<file path="config.mk">
export PLATFORM = sky130hd
export DESIGN_NAME = heart_rate_peak_detector_unit
export DESIGN_NICKNAME = d
export VERILOG_FILES = /design/src/design/hrpd_pkg.sv /design/src/design/heart_rate_peak_detector_unit.sv /design/src/design/hrpd_front.sv /design/src/design/hrpd_fifo.sv /design/src/design/hrpd_div.sv
export SDC_FILE = /design/constraint.sdc
export NUM_CORES = 1
export LEC_CHECK = 0
export BUFFER_PORTS_ARGS = -buffer_cell sky130_fd_sc_hd__buf_2
export CORE_MARGIN = 4
export CORE_UTILIZATION = 60
export CTS_CLUSTER_DIAMETER = 120
export DETAILED_ROUTE_END_ITERATION = 8
export PLACE_DENSITY = 0.8
export SYNTH_ARGS = -nofsm -noshare
export SYNTH_HDL_FRONTEND = slang
export SYNTH_SLANG_ARGS = --single-unit
</file>
<file path="constraint.sdc">
create_clock -name i_clk -period 11.02 [get_ports i_clk]
set_clock_uncertainty 0.05 [all_clocks]
set_input_delay 2.204 -clock i_clk [delete_from_list [all_inputs] [get_ports i_clk]]
set_output_delay 2.204 -clock i_clk [all_outputs]
set_load 0.05 [all_outputs]
</file>
<file path="src/design/hrpd_pkg.sv">
`default_nettype none
package hrpd_pkg;

    // configuration register indexes
    localparam int CFG_IDX_W  = 2;
    localparam int CFG_DATA_W = 16;
    localparam logic [CFG_IDX_W-1:0] CFG_BATCH_LENGTH       = 2'd0;
    localparam logic [CFG_IDX_W-1:0] CFG_BOUNDARY_THRESHOLD = 2'd1;
    localparam logic [CFG_IDX_W-1:0] CFG_RATE_NUMERATOR     = 2'd2;

    // register widths and reset values
    localparam int BATCH_LEN_W = 7;
    localparam int THR_W       = 10;
    localparam int NUM_W       = 16;
    localparam int POS_W       = 6;
    localparam logic [BATCH_LEN_W-1:0] BATCH_LEN_RST = 7'd50;
    localparam logic [THR_W-1:0]       THR_RST       = 10'd900;
    localparam logic [NUM_W-1:0]       NUM_RST       = 16'd3000;

    // result fields
    localparam int FRAC_BITS  = 4;
    localparam int HR_W       = 19;
    localparam int INTERVAL_W = 16;
    localparam int DIVIDEND_W = NUM_W + FRAC_BITS;
    localparam int DIV_CNT_W  = $clog2(DIVIDEND_W);
    localparam int M_TDATA_W  = ((HR_W + INTERVAL_W + 7) / 8) * 8;

    // job queue, power-of-two depth
    localparam int FIFO_DEPTH = 2;

    // parameter defaults
    localparam int SAMPLE_BITS_DEF   = 10;
    localparam int DISTANCE_BITS_DEF = 16;

endpackage
`default_nettype wire

</file>
<file path="src/design/heart_rate_peak_detector_unit.sv">
`default_nettype none
// channel  | ports                          | payload (lowest bit first)
// ---------+--------------------------------+------------------------------------
// samples  | s_axis_tvalid/tready/tdata     | sample, zero padded to bytes
// results  | m_axis_tvalid/tready/tdata     | heart_rate[18:0], interval[34:19]
// config   | i_cfg_valid/o_cfg_ready        | i_cfg_index, i_cfg_data
//
// Samples are judged combinationally; the front takes one per cycle while the
// two-entry job queue has room. Each peak after the first is divided in the
// back: a load from the queue, 20 restoring divide steps, then an output load.
// Reset is synchronous and clears the control state; config registers return to
// 50 / 900 / 3000. The output register holds a result while m_axis_tready is low,
// and the divider waits in its done state; the front stalls only on a full queue.
module heart_rate_peak_detector_unit #(
    parameter int SAMPLE_BITS   = hrpd_pkg::SAMPLE_BITS_DEF,
    parameter int DISTANCE_BITS = hrpd_pkg::DISTANCE_BITS_DEF
) (
    input  wire logic                            i_clk,
    input  wire logic                            i_rst_n,
    input  wire logic                            i_cfg_valid,
    output logic                                 o_cfg_ready,
    input  wire logic [hrpd_pkg::CFG_IDX_W-1:0]  i_cfg_index,
    input  wire logic [hrpd_pkg::CFG_DATA_W-1:0] i_cfg_data,
    input  wire logic                            s_axis_tvalid,
    output logic                                 s_axis_tready,
    // sample
    input  wire logic [((SAMPLE_BITS+7)/8)*8-1:0] s_axis_tdata,
    output logic                                 m_axis_tvalid,
    input  wire logic                            m_axis_tready,
    // heart_rate, interval
    output logic [hrpd_pkg::M_TDATA_W-1:0]       m_axis_tdata
);

    localparam int JOB_W = hrpd_pkg::NUM_W + DISTANCE_BITS;

    logic              fifo_full;
    logic              fifo_push;
    logic              fifo_pop;
    logic              fifo_not_empty;
    logic [JOB_W-1:0]  push_job;
    logic [JOB_W-1:0]  pop_job;
    logic [hrpd_pkg::HR_W-1:0]       heart_rate;
    logic [hrpd_pkg::INTERVAL_W-1:0] interval;

    assign o_cfg_ready  = 1'b1;
    assign m_axis_tdata = hrpd_pkg::M_TDATA_W'({interval, heart_rate});

    hrpd_front #(
        .SAMPLE_BITS   (SAMPLE_BITS),
        .DISTANCE_BITS (DISTANCE_BITS)
    ) u_front (
        .i_clk       (i_clk),
        .i_rst_n     (i_rst_n),
        .i_cfg_valid (i_cfg_valid),
        .i_cfg_index (i_cfg_index),
        .i_cfg_data  (i_cfg_data),
        .i_valid     (s_axis_tvalid),
        .o_ready     (s_axis_tready),
        .i_sample    (s_axis_tdata[SAMPLE_BITS-1:0]),
        .i_full      (fifo_full),
        .o_push      (fifo_push),
        .o_job       (push_job)
    );

    hrpd_fifo #(
        .DATA_W (JOB_W)
    ) u_fifo (
        .i_clk       (i_clk),
        .i_rst_n     (i_rst_n),
        .i_push      (fifo_push),
        .i_data      (push_job),
        .o_full      (fifo_full),
        .i_pop       (fifo_pop),
        .o_not_empty (fifo_not_empty),
        .o_data      (pop_job)
    );

    hrpd_div #(
        .DISTANCE_BITS (DISTANCE_BITS)
    ) u_div (
        .i_clk        (i_clk),
        .i_rst_n      (i_rst_n),
        .i_not_empty  (fifo_not_empty),
        .i_job        (pop_job),
        .o_pop        (fifo_pop),
        .o_valid      (m_axis_tvalid),
        .i_ready      (m_axis_tready),
        .o_heart_rate (heart_rate),
        .o_interval   (interval)
    );

endmodule
`default_nettype wire

</file>
<file path="src/design/hrpd_front.sv">
`default_nettype none
module hrpd_front #(
    parameter int SAMPLE_BITS   = hrpd_pkg::SAMPLE_BITS_DEF,
    parameter int DISTANCE_BITS = hrpd_pkg::DISTANCE_BITS_DEF
) (
    input  wire logic                             i_clk,
    input  wire logic                             i_rst_n,
    input  wire logic                             i_cfg_valid,
    input  wire logic [hrpd_pkg::CFG_IDX_W-1:0]   i_cfg_index,
    input  wire logic [hrpd_pkg::CFG_DATA_W-1:0]  i_cfg_data,
    input  wire logic                             i_valid,
    output logic                                  o_ready,
    input  wire logic [SAMPLE_BITS-1:0]           i_sample,
    input  wire logic                             i_full,
    output logic                                  o_push,
    output logic [hrpd_pkg::NUM_W+DISTANCE_BITS-1:0] o_job
);

    localparam int CMP_W = (SAMPLE_BITS > hrpd_pkg::THR_W) ? SAMPLE_BITS : hrpd_pkg::THR_W;
    localparam logic [DISTANCE_BITS-1:0] DIST_MAX = {DISTANCE_BITS{1'b1}};

    logic [hrpd_pkg::BATCH_LEN_W-1:0] r_batch_len;
    logic [hrpd_pkg::THR_W-1:0]       r_thr;
    logic [hrpd_pkg::NUM_W-1:0]       r_num;

    logic [SAMPLE_BITS-1:0]        r_older, n_older;
    logic [SAMPLE_BITS-1:0]        r_cand;
    logic                          r_cand_valid;
    logic [hrpd_pkg::POS_W-1:0]    r_pos, n_pos;
    logic [DISTANCE_BITS-1:0]      r_dist, n_dist;
    logic                          r_first_seen, n_first_seen;

    logic accept;
    logic last;
    logic peak;
    logic [DISTANCE_BITS-1:0] job_dist;

    assign o_ready = !i_full;
    assign accept  = i_valid && o_ready;

    always_ff @(posedge i_clk) begin
        if (!i_rst_n) begin
            r_batch_len <= hrpd_pkg::BATCH_LEN_RST;
            r_thr       <= hrpd_pkg::THR_RST;
            r_num       <= hrpd_pkg::NUM_RST;
        end else if (i_cfg_valid) begin
            case (i_cfg_index)
                hrpd_pkg::CFG_BATCH_LENGTH:
                    r_batch_len <= i_cfg_data[hrpd_pkg::BATCH_LEN_W-1:0];
                hrpd_pkg::CFG_BOUNDARY_THRESHOLD:
                    r_thr <= i_cfg_data[hrpd_pkg::THR_W-1:0];
                hrpd_pkg::CFG_RATE_NUMERATOR:
                    r_num <= i_cfg_data[hrpd_pkg::NUM_W-1:0];
                default: ;
            endcase
        end
    end

    always_comb begin
        last = ({1'b0, r_pos} + hrpd_pkg::BATCH_LEN_W'(1)) == r_batch_len;
        peak = r_cand_valid && (r_cand > r_older) && (r_cand >= i_sample)
               && (!last || (CMP_W'(r_cand) > CMP_W'(r_thr)));

        n_older      = r_older;
        n_pos        = r_pos;
        n_dist       = r_dist;
        n_first_seen = r_first_seen;
        if (r_cand_valid) begin
            n_older = r_cand;
            n_pos   = last ? '0 : r_pos + hrpd_pkg::POS_W'(1);
            if (peak) begin
                // restart the count at this peak, then advance once
                n_dist       = DISTANCE_BITS'(1);
                n_first_seen = 1'b1;
            end else if (r_dist != DIST_MAX) begin
                n_dist = r_dist + DISTANCE_BITS'(1);
            end
        end

        job_dist = (r_dist == '0) ? DISTANCE_BITS'(1) : r_dist;
        o_push   = accept && peak && r_first_seen;
        o_job    = {r_num, job_dist};
    end

    always_ff @(posedge i_clk) begin
        if (!i_rst_n) begin
            r_older      <= '0;
            r_cand       <= '0;
            r_cand_valid <= 1'b0;
            r_pos        <= '0;
            r_dist       <= '0;
            r_first_seen <= 1'b0;
        end else if (accept) begin
            r_older      <= n_older;
            r_cand       <= i_sample;
            r_cand_valid <= 1'b1;
            r_pos        <= n_pos;
            r_dist       <= n_dist;
            r_first_seen <= n_first_seen;
        end
    end

    a_push_after_first: assert property (@(posedge i_clk) disable iff (!i_rst_n)
        o_push |-> r_first_seen && r_cand_valid)
        else $error("job pushed before any peak was seen");
    a_push_not_full: assert property (@(posedge i_clk) disable iff (!i_rst_n)
        o_push |-> !i_full)
        else $error("job pushed into a full queue");
    a_dist_restart: assert property (@(posedge i_clk) disable iff (!i_rst_n)
        (accept && peak) |=> r_dist == DISTANCE_BITS'(1))
        else $error("distance did not restart after a peak");

endmodule
`default_nettype wire

</file>
<file path="src/design/hrpd_fifo.sv">
`default_nettype none
module hrpd_fifo #(
    parameter int DATA_W = hrpd_pkg::NUM_W + hrpd_pkg::DISTANCE_BITS_DEF
) (
    input  wire logic              i_clk,
    input  wire logic              i_rst_n,
    input  wire logic              i_push,
    input  wire logic [DATA_W-1:0] i_data,
    output logic                   o_full,
    input  wire logic              i_pop,
    output logic                   o_not_empty,
    output logic [DATA_W-1:0]      o_data
);

    localparam int PTR_W = (hrpd_pkg::FIFO_DEPTH > 1) ? $clog2(hrpd_pkg::FIFO_DEPTH) : 1;
    localparam int CNT_W = $clog2(hrpd_pkg::FIFO_DEPTH + 1);
    localparam logic [CNT_W-1:0] DEPTH_C = CNT_W'(hrpd_pkg::FIFO_DEPTH);

    logic [DATA_W-1:0] r_mem [hrpd_pkg::FIFO_DEPTH];
    logic [PTR_W-1:0]  r_wp, r_rp;
    logic [CNT_W-1:0]  r_count;

    assign o_full      = (r_count == DEPTH_C);
    assign o_not_empty = (r_count != '0);
    assign o_data      = r_mem[r_rp];

    always_ff @(posedge i_clk) begin
        if (i_push) begin
            r_mem[r_wp] <= i_data;
        end
    end

    always_ff @(posedge i_clk) begin
        if (!i_rst_n) begin
            r_wp    <= '0;
            r_rp    <= '0;
            r_count <= '0;
        end else begin
            if (i_push) begin
                r_wp <= r_wp + PTR_W'(1);
            end
            if (i_pop) begin
                r_rp <= r_rp + PTR_W'(1);
            end
            if (i_push && !i_pop) begin
                r_count <= r_count + CNT_W'(1);
            end else if (i_pop && !i_push) begin
                r_count <= r_count - CNT_W'(1);
            end
        end
    end

    a_no_overflow: assert property (@(posedge i_clk) disable iff (!i_rst_n)
        !(i_push && o_full))
        else $error("queue overflow");
    a_no_underflow: assert property (@(posedge i_clk) disable iff (!i_rst_n)
        !(i_pop && !o_not_empty))
        else $error("queue underflow");
    a_count_bound: assert property (@(posedge i_clk) disable iff (!i_rst_n)
        r_count <= DEPTH_C)
        else $error("queue count out of range");

endmodule
`default_nettype wire

</file>
<file path="src/design/hrpd_div.sv">
`default_nettype none
module hrpd_div #(
    parameter int DISTANCE_BITS = hrpd_pkg::DISTANCE_BITS_DEF
) (
    input  wire logic                                    i_clk,
    input  wire logic                                    i_rst_n,
    input  wire logic                                    i_not_empty,
    input  wire logic [hrpd_pkg::NUM_W+DISTANCE_BITS-1:0] i_job,
    output logic                                         o_pop,
    output logic                                         o_valid,
    input  wire logic                                    i_ready,
    output logic [hrpd_pkg::HR_W-1:0]                    o_heart_rate,
    output logic [hrpd_pkg::INTERVAL_W-1:0]              o_interval
);

    localparam int DW = hrpd_pkg::DIVIDEND_W;
    localparam int WIDE_W = (DISTANCE_BITS > hrpd_pkg::INTERVAL_W) ?
                            DISTANCE_BITS : hrpd_pkg::INTERVAL_W;

    localparam logic [1:0] ST_IDLE = 2'd0;
    localparam logic [1:0] ST_RUN  = 2'd1;
    localparam logic [1:0] ST_DONE = 2'd2;

    logic [1:0]                     r_state, n_state;
    logic [DW-1:0]                  r_dvd, n_dvd;
    logic [DISTANCE_BITS-1:0]       r_div, n_div;
    logic [DISTANCE_BITS-1:0]       r_rem, n_rem;
    logic [hrpd_pkg::DIV_CNT_W-1:0] r_cnt, n_cnt;
    logic                           r_ovalid, n_ovalid;
    logic [hrpd_pkg::HR_W-1:0]      r_hr, n_hr;
    logic [hrpd_pkg::INTERVAL_W-1:0] r_ivl, n_ivl;

    logic [DISTANCE_BITS:0]         shifted;
    logic [DISTANCE_BITS:0]         diff;
    logic                           ge;
    logic [DISTANCE_BITS-1:0]       job_d;
    logic [hrpd_pkg::NUM_W-1:0]     job_num;
    logic [WIDE_W-1:0]              div_wide;

    assign o_valid      = r_ovalid;
    assign o_heart_rate = r_hr;
    assign o_interval   = r_ivl;

    always_comb begin
        job_d    = i_job[DISTANCE_BITS-1:0];
        job_num  = i_job[hrpd_pkg::NUM_W+DISTANCE_BITS-1:DISTANCE_BITS];
        shifted  = {r_rem, r_dvd[DW-1]};
        diff     = shifted - {1'b0, r_div};
        ge       = shifted >= {1'b0, r_div};
        div_wide = WIDE_W'(r_div);

        n_state  = r_state;
        n_dvd    = r_dvd;
        n_div    = r_div;
        n_rem    = r_rem;
        n_cnt    = r_cnt;
        n_hr     = r_hr;
        n_ivl    = r_ivl;
        n_ovalid = r_ovalid && !i_ready;
        o_pop    = 1'b0;

        case (r_state)
            ST_IDLE: begin
                if (i_not_empty) begin
                    o_pop   = 1'b1;
                    n_dvd   = {job_num, {hrpd_pkg::FRAC_BITS{1'b0}}};
                    n_div   = (job_d == '0) ? DISTANCE_BITS'(1) : job_d;
                    n_rem   = '0;
                    n_cnt   = hrpd_pkg::DIV_CNT_W'(DW - 1);
                    n_state = ST_RUN;
                end
            end
            ST_RUN: begin
                // one restoring step; quotient bits shift in from the bottom
                n_rem = ge ? diff[DISTANCE_BITS-1:0] : shifted[DISTANCE_BITS-1:0];
                n_dvd = {r_dvd[DW-2:0], ge};
                if (r_cnt == '0) begin
                    n_state = ST_DONE;
                end else begin
                    n_cnt = r_cnt - hrpd_pkg::DIV_CNT_W'(1);
                end
            end
            ST_DONE: begin
                // hold the quotient until the output slot frees up
                if (!r_ovalid || i_ready) begin
                    n_hr     = r_dvd[hrpd_pkg::HR_W-1:0];
                    n_ivl    = div_wide[hrpd_pkg::INTERVAL_W-1:0];
                    n_ovalid = 1'b1;
                    n_state  = ST_IDLE;
                end
            end
            default: begin
                n_state = ST_IDLE;
            end
        endcase
    end

    always_ff @(posedge i_clk) begin
        if (!i_rst_n) begin
            r_state  <= ST_IDLE;
            r_ovalid <= 1'b0;
        end else begin
            r_state  <= n_state;
            r_ovalid <= n_ovalid;
        end
        r_dvd <= n_dvd;
        r_div <= n_div;
        r_rem <= n_rem;
        r_cnt <= n_cnt;
        r_hr  <= n_hr;
        r_ivl <= n_ivl;
    end

    a_divisor_nonzero: assert property (@(posedge i_clk) disable iff (!i_rst_n)
        (r_state == ST_RUN) |-> r_div != '0)
        else $error("division by zero in progress");
    a_rem_below_div: assert property (@(posedge i_clk) disable iff (!i_rst_n)
        (r_state == ST_RUN) |-> r_rem < r_div)
        else $error("partial remainder not below divisor");
    a_result_from_done: assert property (@(posedge i_clk) disable iff (!i_rst_n)
        (n_ovalid && !(r_ovalid && !i_ready)) |-> r_state == ST_DONE)
        else $error("result loaded outside the done state");

endmodule
`default_nettype wire

</file>
==> flow_summary_export.csv <==
group,metric,value,unit
status,status,"complete, no violations",
synth,yosys-top-cells-area,"edfxtp_1 43%, dfxtp_1 16%, ha_1 6.0%",
finish,instances_no_fill,1259,
floorplanning,die-height,142,um
floorplanning,fp.coreArea,17500,um^2
finish,nFillCells,1218,
place,place_area,11300,um^2
synth,synth_area,10800,um^2
sta,finalCriticalPeriod,4.36,ns
drt,routed_wl,20200,um
sta,max_freq,229,MHz
floorplanning,die_w,142,um
synth,async_flop_share,0,%
finish,final-seq-area,6390,um^2
clocking,cts_buffer_depth,3,
global_routing,overflow,0,
global_routing,grt_util_all_layers,20.0,%
setup_path,critPathCaptureType,"flop",
setup_path,worst-path-max-fanout,12,
synth,synth_cells,968,
setup_path,cp.required,11.39,ns
synth,synth_common_cells,"156 x edfxtp_1, 138 x nand2_1, 85 x dfxtp_1, 61 x inv_1, 59 x a21oi_1",
sta,grt_setup_unrepaired,"false",
clocking,post_cts_resized,0,
drt,drt_iter0_drc,484,
synth,ys.flop_type,"edfxtp_1",
setup_path,start_kind,"input port",
drt,drc_errors,0,
synth,synthMuxAreaShare,4.44,%
drt,ant_nets,0,
floorplanning,dieArea,20200,um^2
global_routing,grt_max_degree,56,
sta,tightest_slew,1.07,ns
finish,nets,1108,
synth,synth.most_common_cell,"edfxtp_1",
synth,ys_warn_count,0,
clocking,cts_root_buf,"clkbuf_16",
synth,synth_enable_flop_cells,156,
pwr,ir_drop,0.000230,V
place,dp_hpwl,13600,um
global_routing,grt_pass1_wl,33600,um
sta,finalSetupTns,0,ns
min_path,hp-class,"reg2reg",
synth,ys_types,64,
floorplanning,initial_utilization,61.8,%
synth,synth_top_family_by_area,"simple AND/OR/NAND/NOR gates",
global_routing,grt_pass1_vias,6887,
finish,fin_area,12200,um^2
place,gp_congestion,0.833,
global_routing,grt_antenna_before_repair,0,
setup_path,crit_arrival,4.73,ns
sta,hold_slack,0.398,ns
clocking,clkSinkCount,241,
place,io_buffers,69,
clocking,clock_latency,0.51,ns
pwr,p_per_area,234,nW/um^2
setup_path,crit_type,"in2reg",
sta,fin_crit_sh,39.6,%
synth,synthAdderAreaFrac,6.21,%
synth,synth_top_cell_area_share,43.4,%
synth,synth_compound_area_share,9.96,%
synth,synth_seq_cells,241,
synth,syn_avg_cell_area,11.2,um^2
synth,synth_top_area_cell,"edfxtp_1",
clocking,cts_buffers,24,
place,dp.cells,1215,
drt,vias,7088,
floorplanning,io-pin-count,82,
synth,synth-simple-area-share,13.1,%
drt,drt_first_pass_iters,6,
drt,viasPerCell,5.63,
clocking,h-tree-depth,1,
synth,ys_seq_area_share,59.1,%
clocking,cts_tree,"done",
drt,wire_per_inst,16.1,um
clocking,cts_hold_buf,0,
pwr,leakage,0.00456,uW
clocking,cts_setup_buffers,0,
synth,synth-xor-area-share,2.59,%
finish,area_delta_synth_final,12.5,%
sta,slew_violations,0,
finish,drive_gt1_share,13.7,%
finish,insertedDiodeCount,0,
floorplanning,std_cell_rows,48,
clocking,clk_pin_slew,0.06,ns
job,cap_viol_max_count,0,
sta,maxSlewHeadroom,28.8,%
sta,hold_violations,0,
finish,multi_input_area,3970,um^2
sta,setup_viol,0,
path summary, 6_finish.rpt:
path,depth (start not counted),slack [ns],endpoint,start
max,12,6.66,u_fifo.r_count[1],s_axis_tdata[2]
min reg2reg,0,0.40,u_div.o_heart_rate[17],u_div.r_dvd[17]
max reg2reg,10,7.38,u_fifo.r_count[1],u_front.r_pos[0]
min,0,0.40,u_div.o_heart_rate[17],u_div.r_dvd[17]
worst max-delay path: stages:
cell,delay (ns)
buf_2,0.09
inv_1,0.04
ha_1,0.28
a21o_1,0.11
a31oi_1,0.04
o21ai_0,0.19
o221ai_1,0.16
a221o_2,0.48
nor3_1,0.27
ha_1,0.32
or3_1,0.38
a21oi_1,0.17
flip-flops by register name, indices dropped and copies added (netlist names), named ones only:
signal                count
u_div.o_interval         16
u_fifo.r_wp               1
u_fifo.r_mem             64
u_div.r_cnt               5
u_front.r_batch_len       7
u_front.r_cand_valid      1
u_fifo.r_count            2
u_front.r_dist           16
u_div.r_dvd              20
u_div.div_wide           16
u_div.o_heart_rate       19
u_front.r_thr            10
u_div.o_valid             1
u_front.r_pos             6
u_fifo.r_rp               1
u_front.r_num            16
u_front.r_cand           10
u_div.r_state             2
u_div.r_rem              16
u_front.r_older          10
u_front.r_first_seen      1
power by group:
group          switching [uW]  leakage [uW]  internal (uW)
Combinational             439       0.00203            276
Clock                     331      0.000435            569
Sequential               84.2       0.00210           1150
Total                     854       0.00456           1990
logic make-up after synthesis:
logic type | Yosys count
DFF | 241
muxes | 46
adders and majority gates | 53
AOI/OAI and AO/OA | 170
buffers and inverters | 119
and+or+nand+nor | 305
xor gates and xnor gates | 32
other | 2
routing by layer:
metal	part of all wire, %	track usage (%)	up-vias
li1	-	-	3519
met1	44	27.5	3362
met2	49	33.8	176
met3	5.3	2.86	31
met4	1.6	4.90	0
met5	0	0	-
cells in the final DEF (no fill, tap or decap), drive strengths merged, types with 23 or more instances in the layout:
cell	netlist	final
edfxtp	156	156
nand2	138	138
dfxtp	85	85
buf	18	75
inv	62	63
a21oi	60	60
nor2	57	57
ha	52	52
o21ai	41	41
mux2i	31	31
clkbuf	39	30
nand3	23	23
final cells by class:
class,instances,area share [%]
clock inverters,14,1.88
inverters,62,1.92
well taps,225,2.32
multi-input cells,612,32.7
repair buffers,75,3.21
flip-flops and latches,241,52.6
clock buffers,30,5.47
stage by stage:
step	total power [uW]	setup WS (ns)	util, %
after floorplan	1780	4.04	-
after global placement	1920	6.21	64.4
after detailed placement	1950	6.19	64.4
after CTS	2850	6.67	69.5
after global routing	3000	6.45	69.5
final	2850	6.66	69.5
Note: power is estimated with default switching activity, not from simulation.
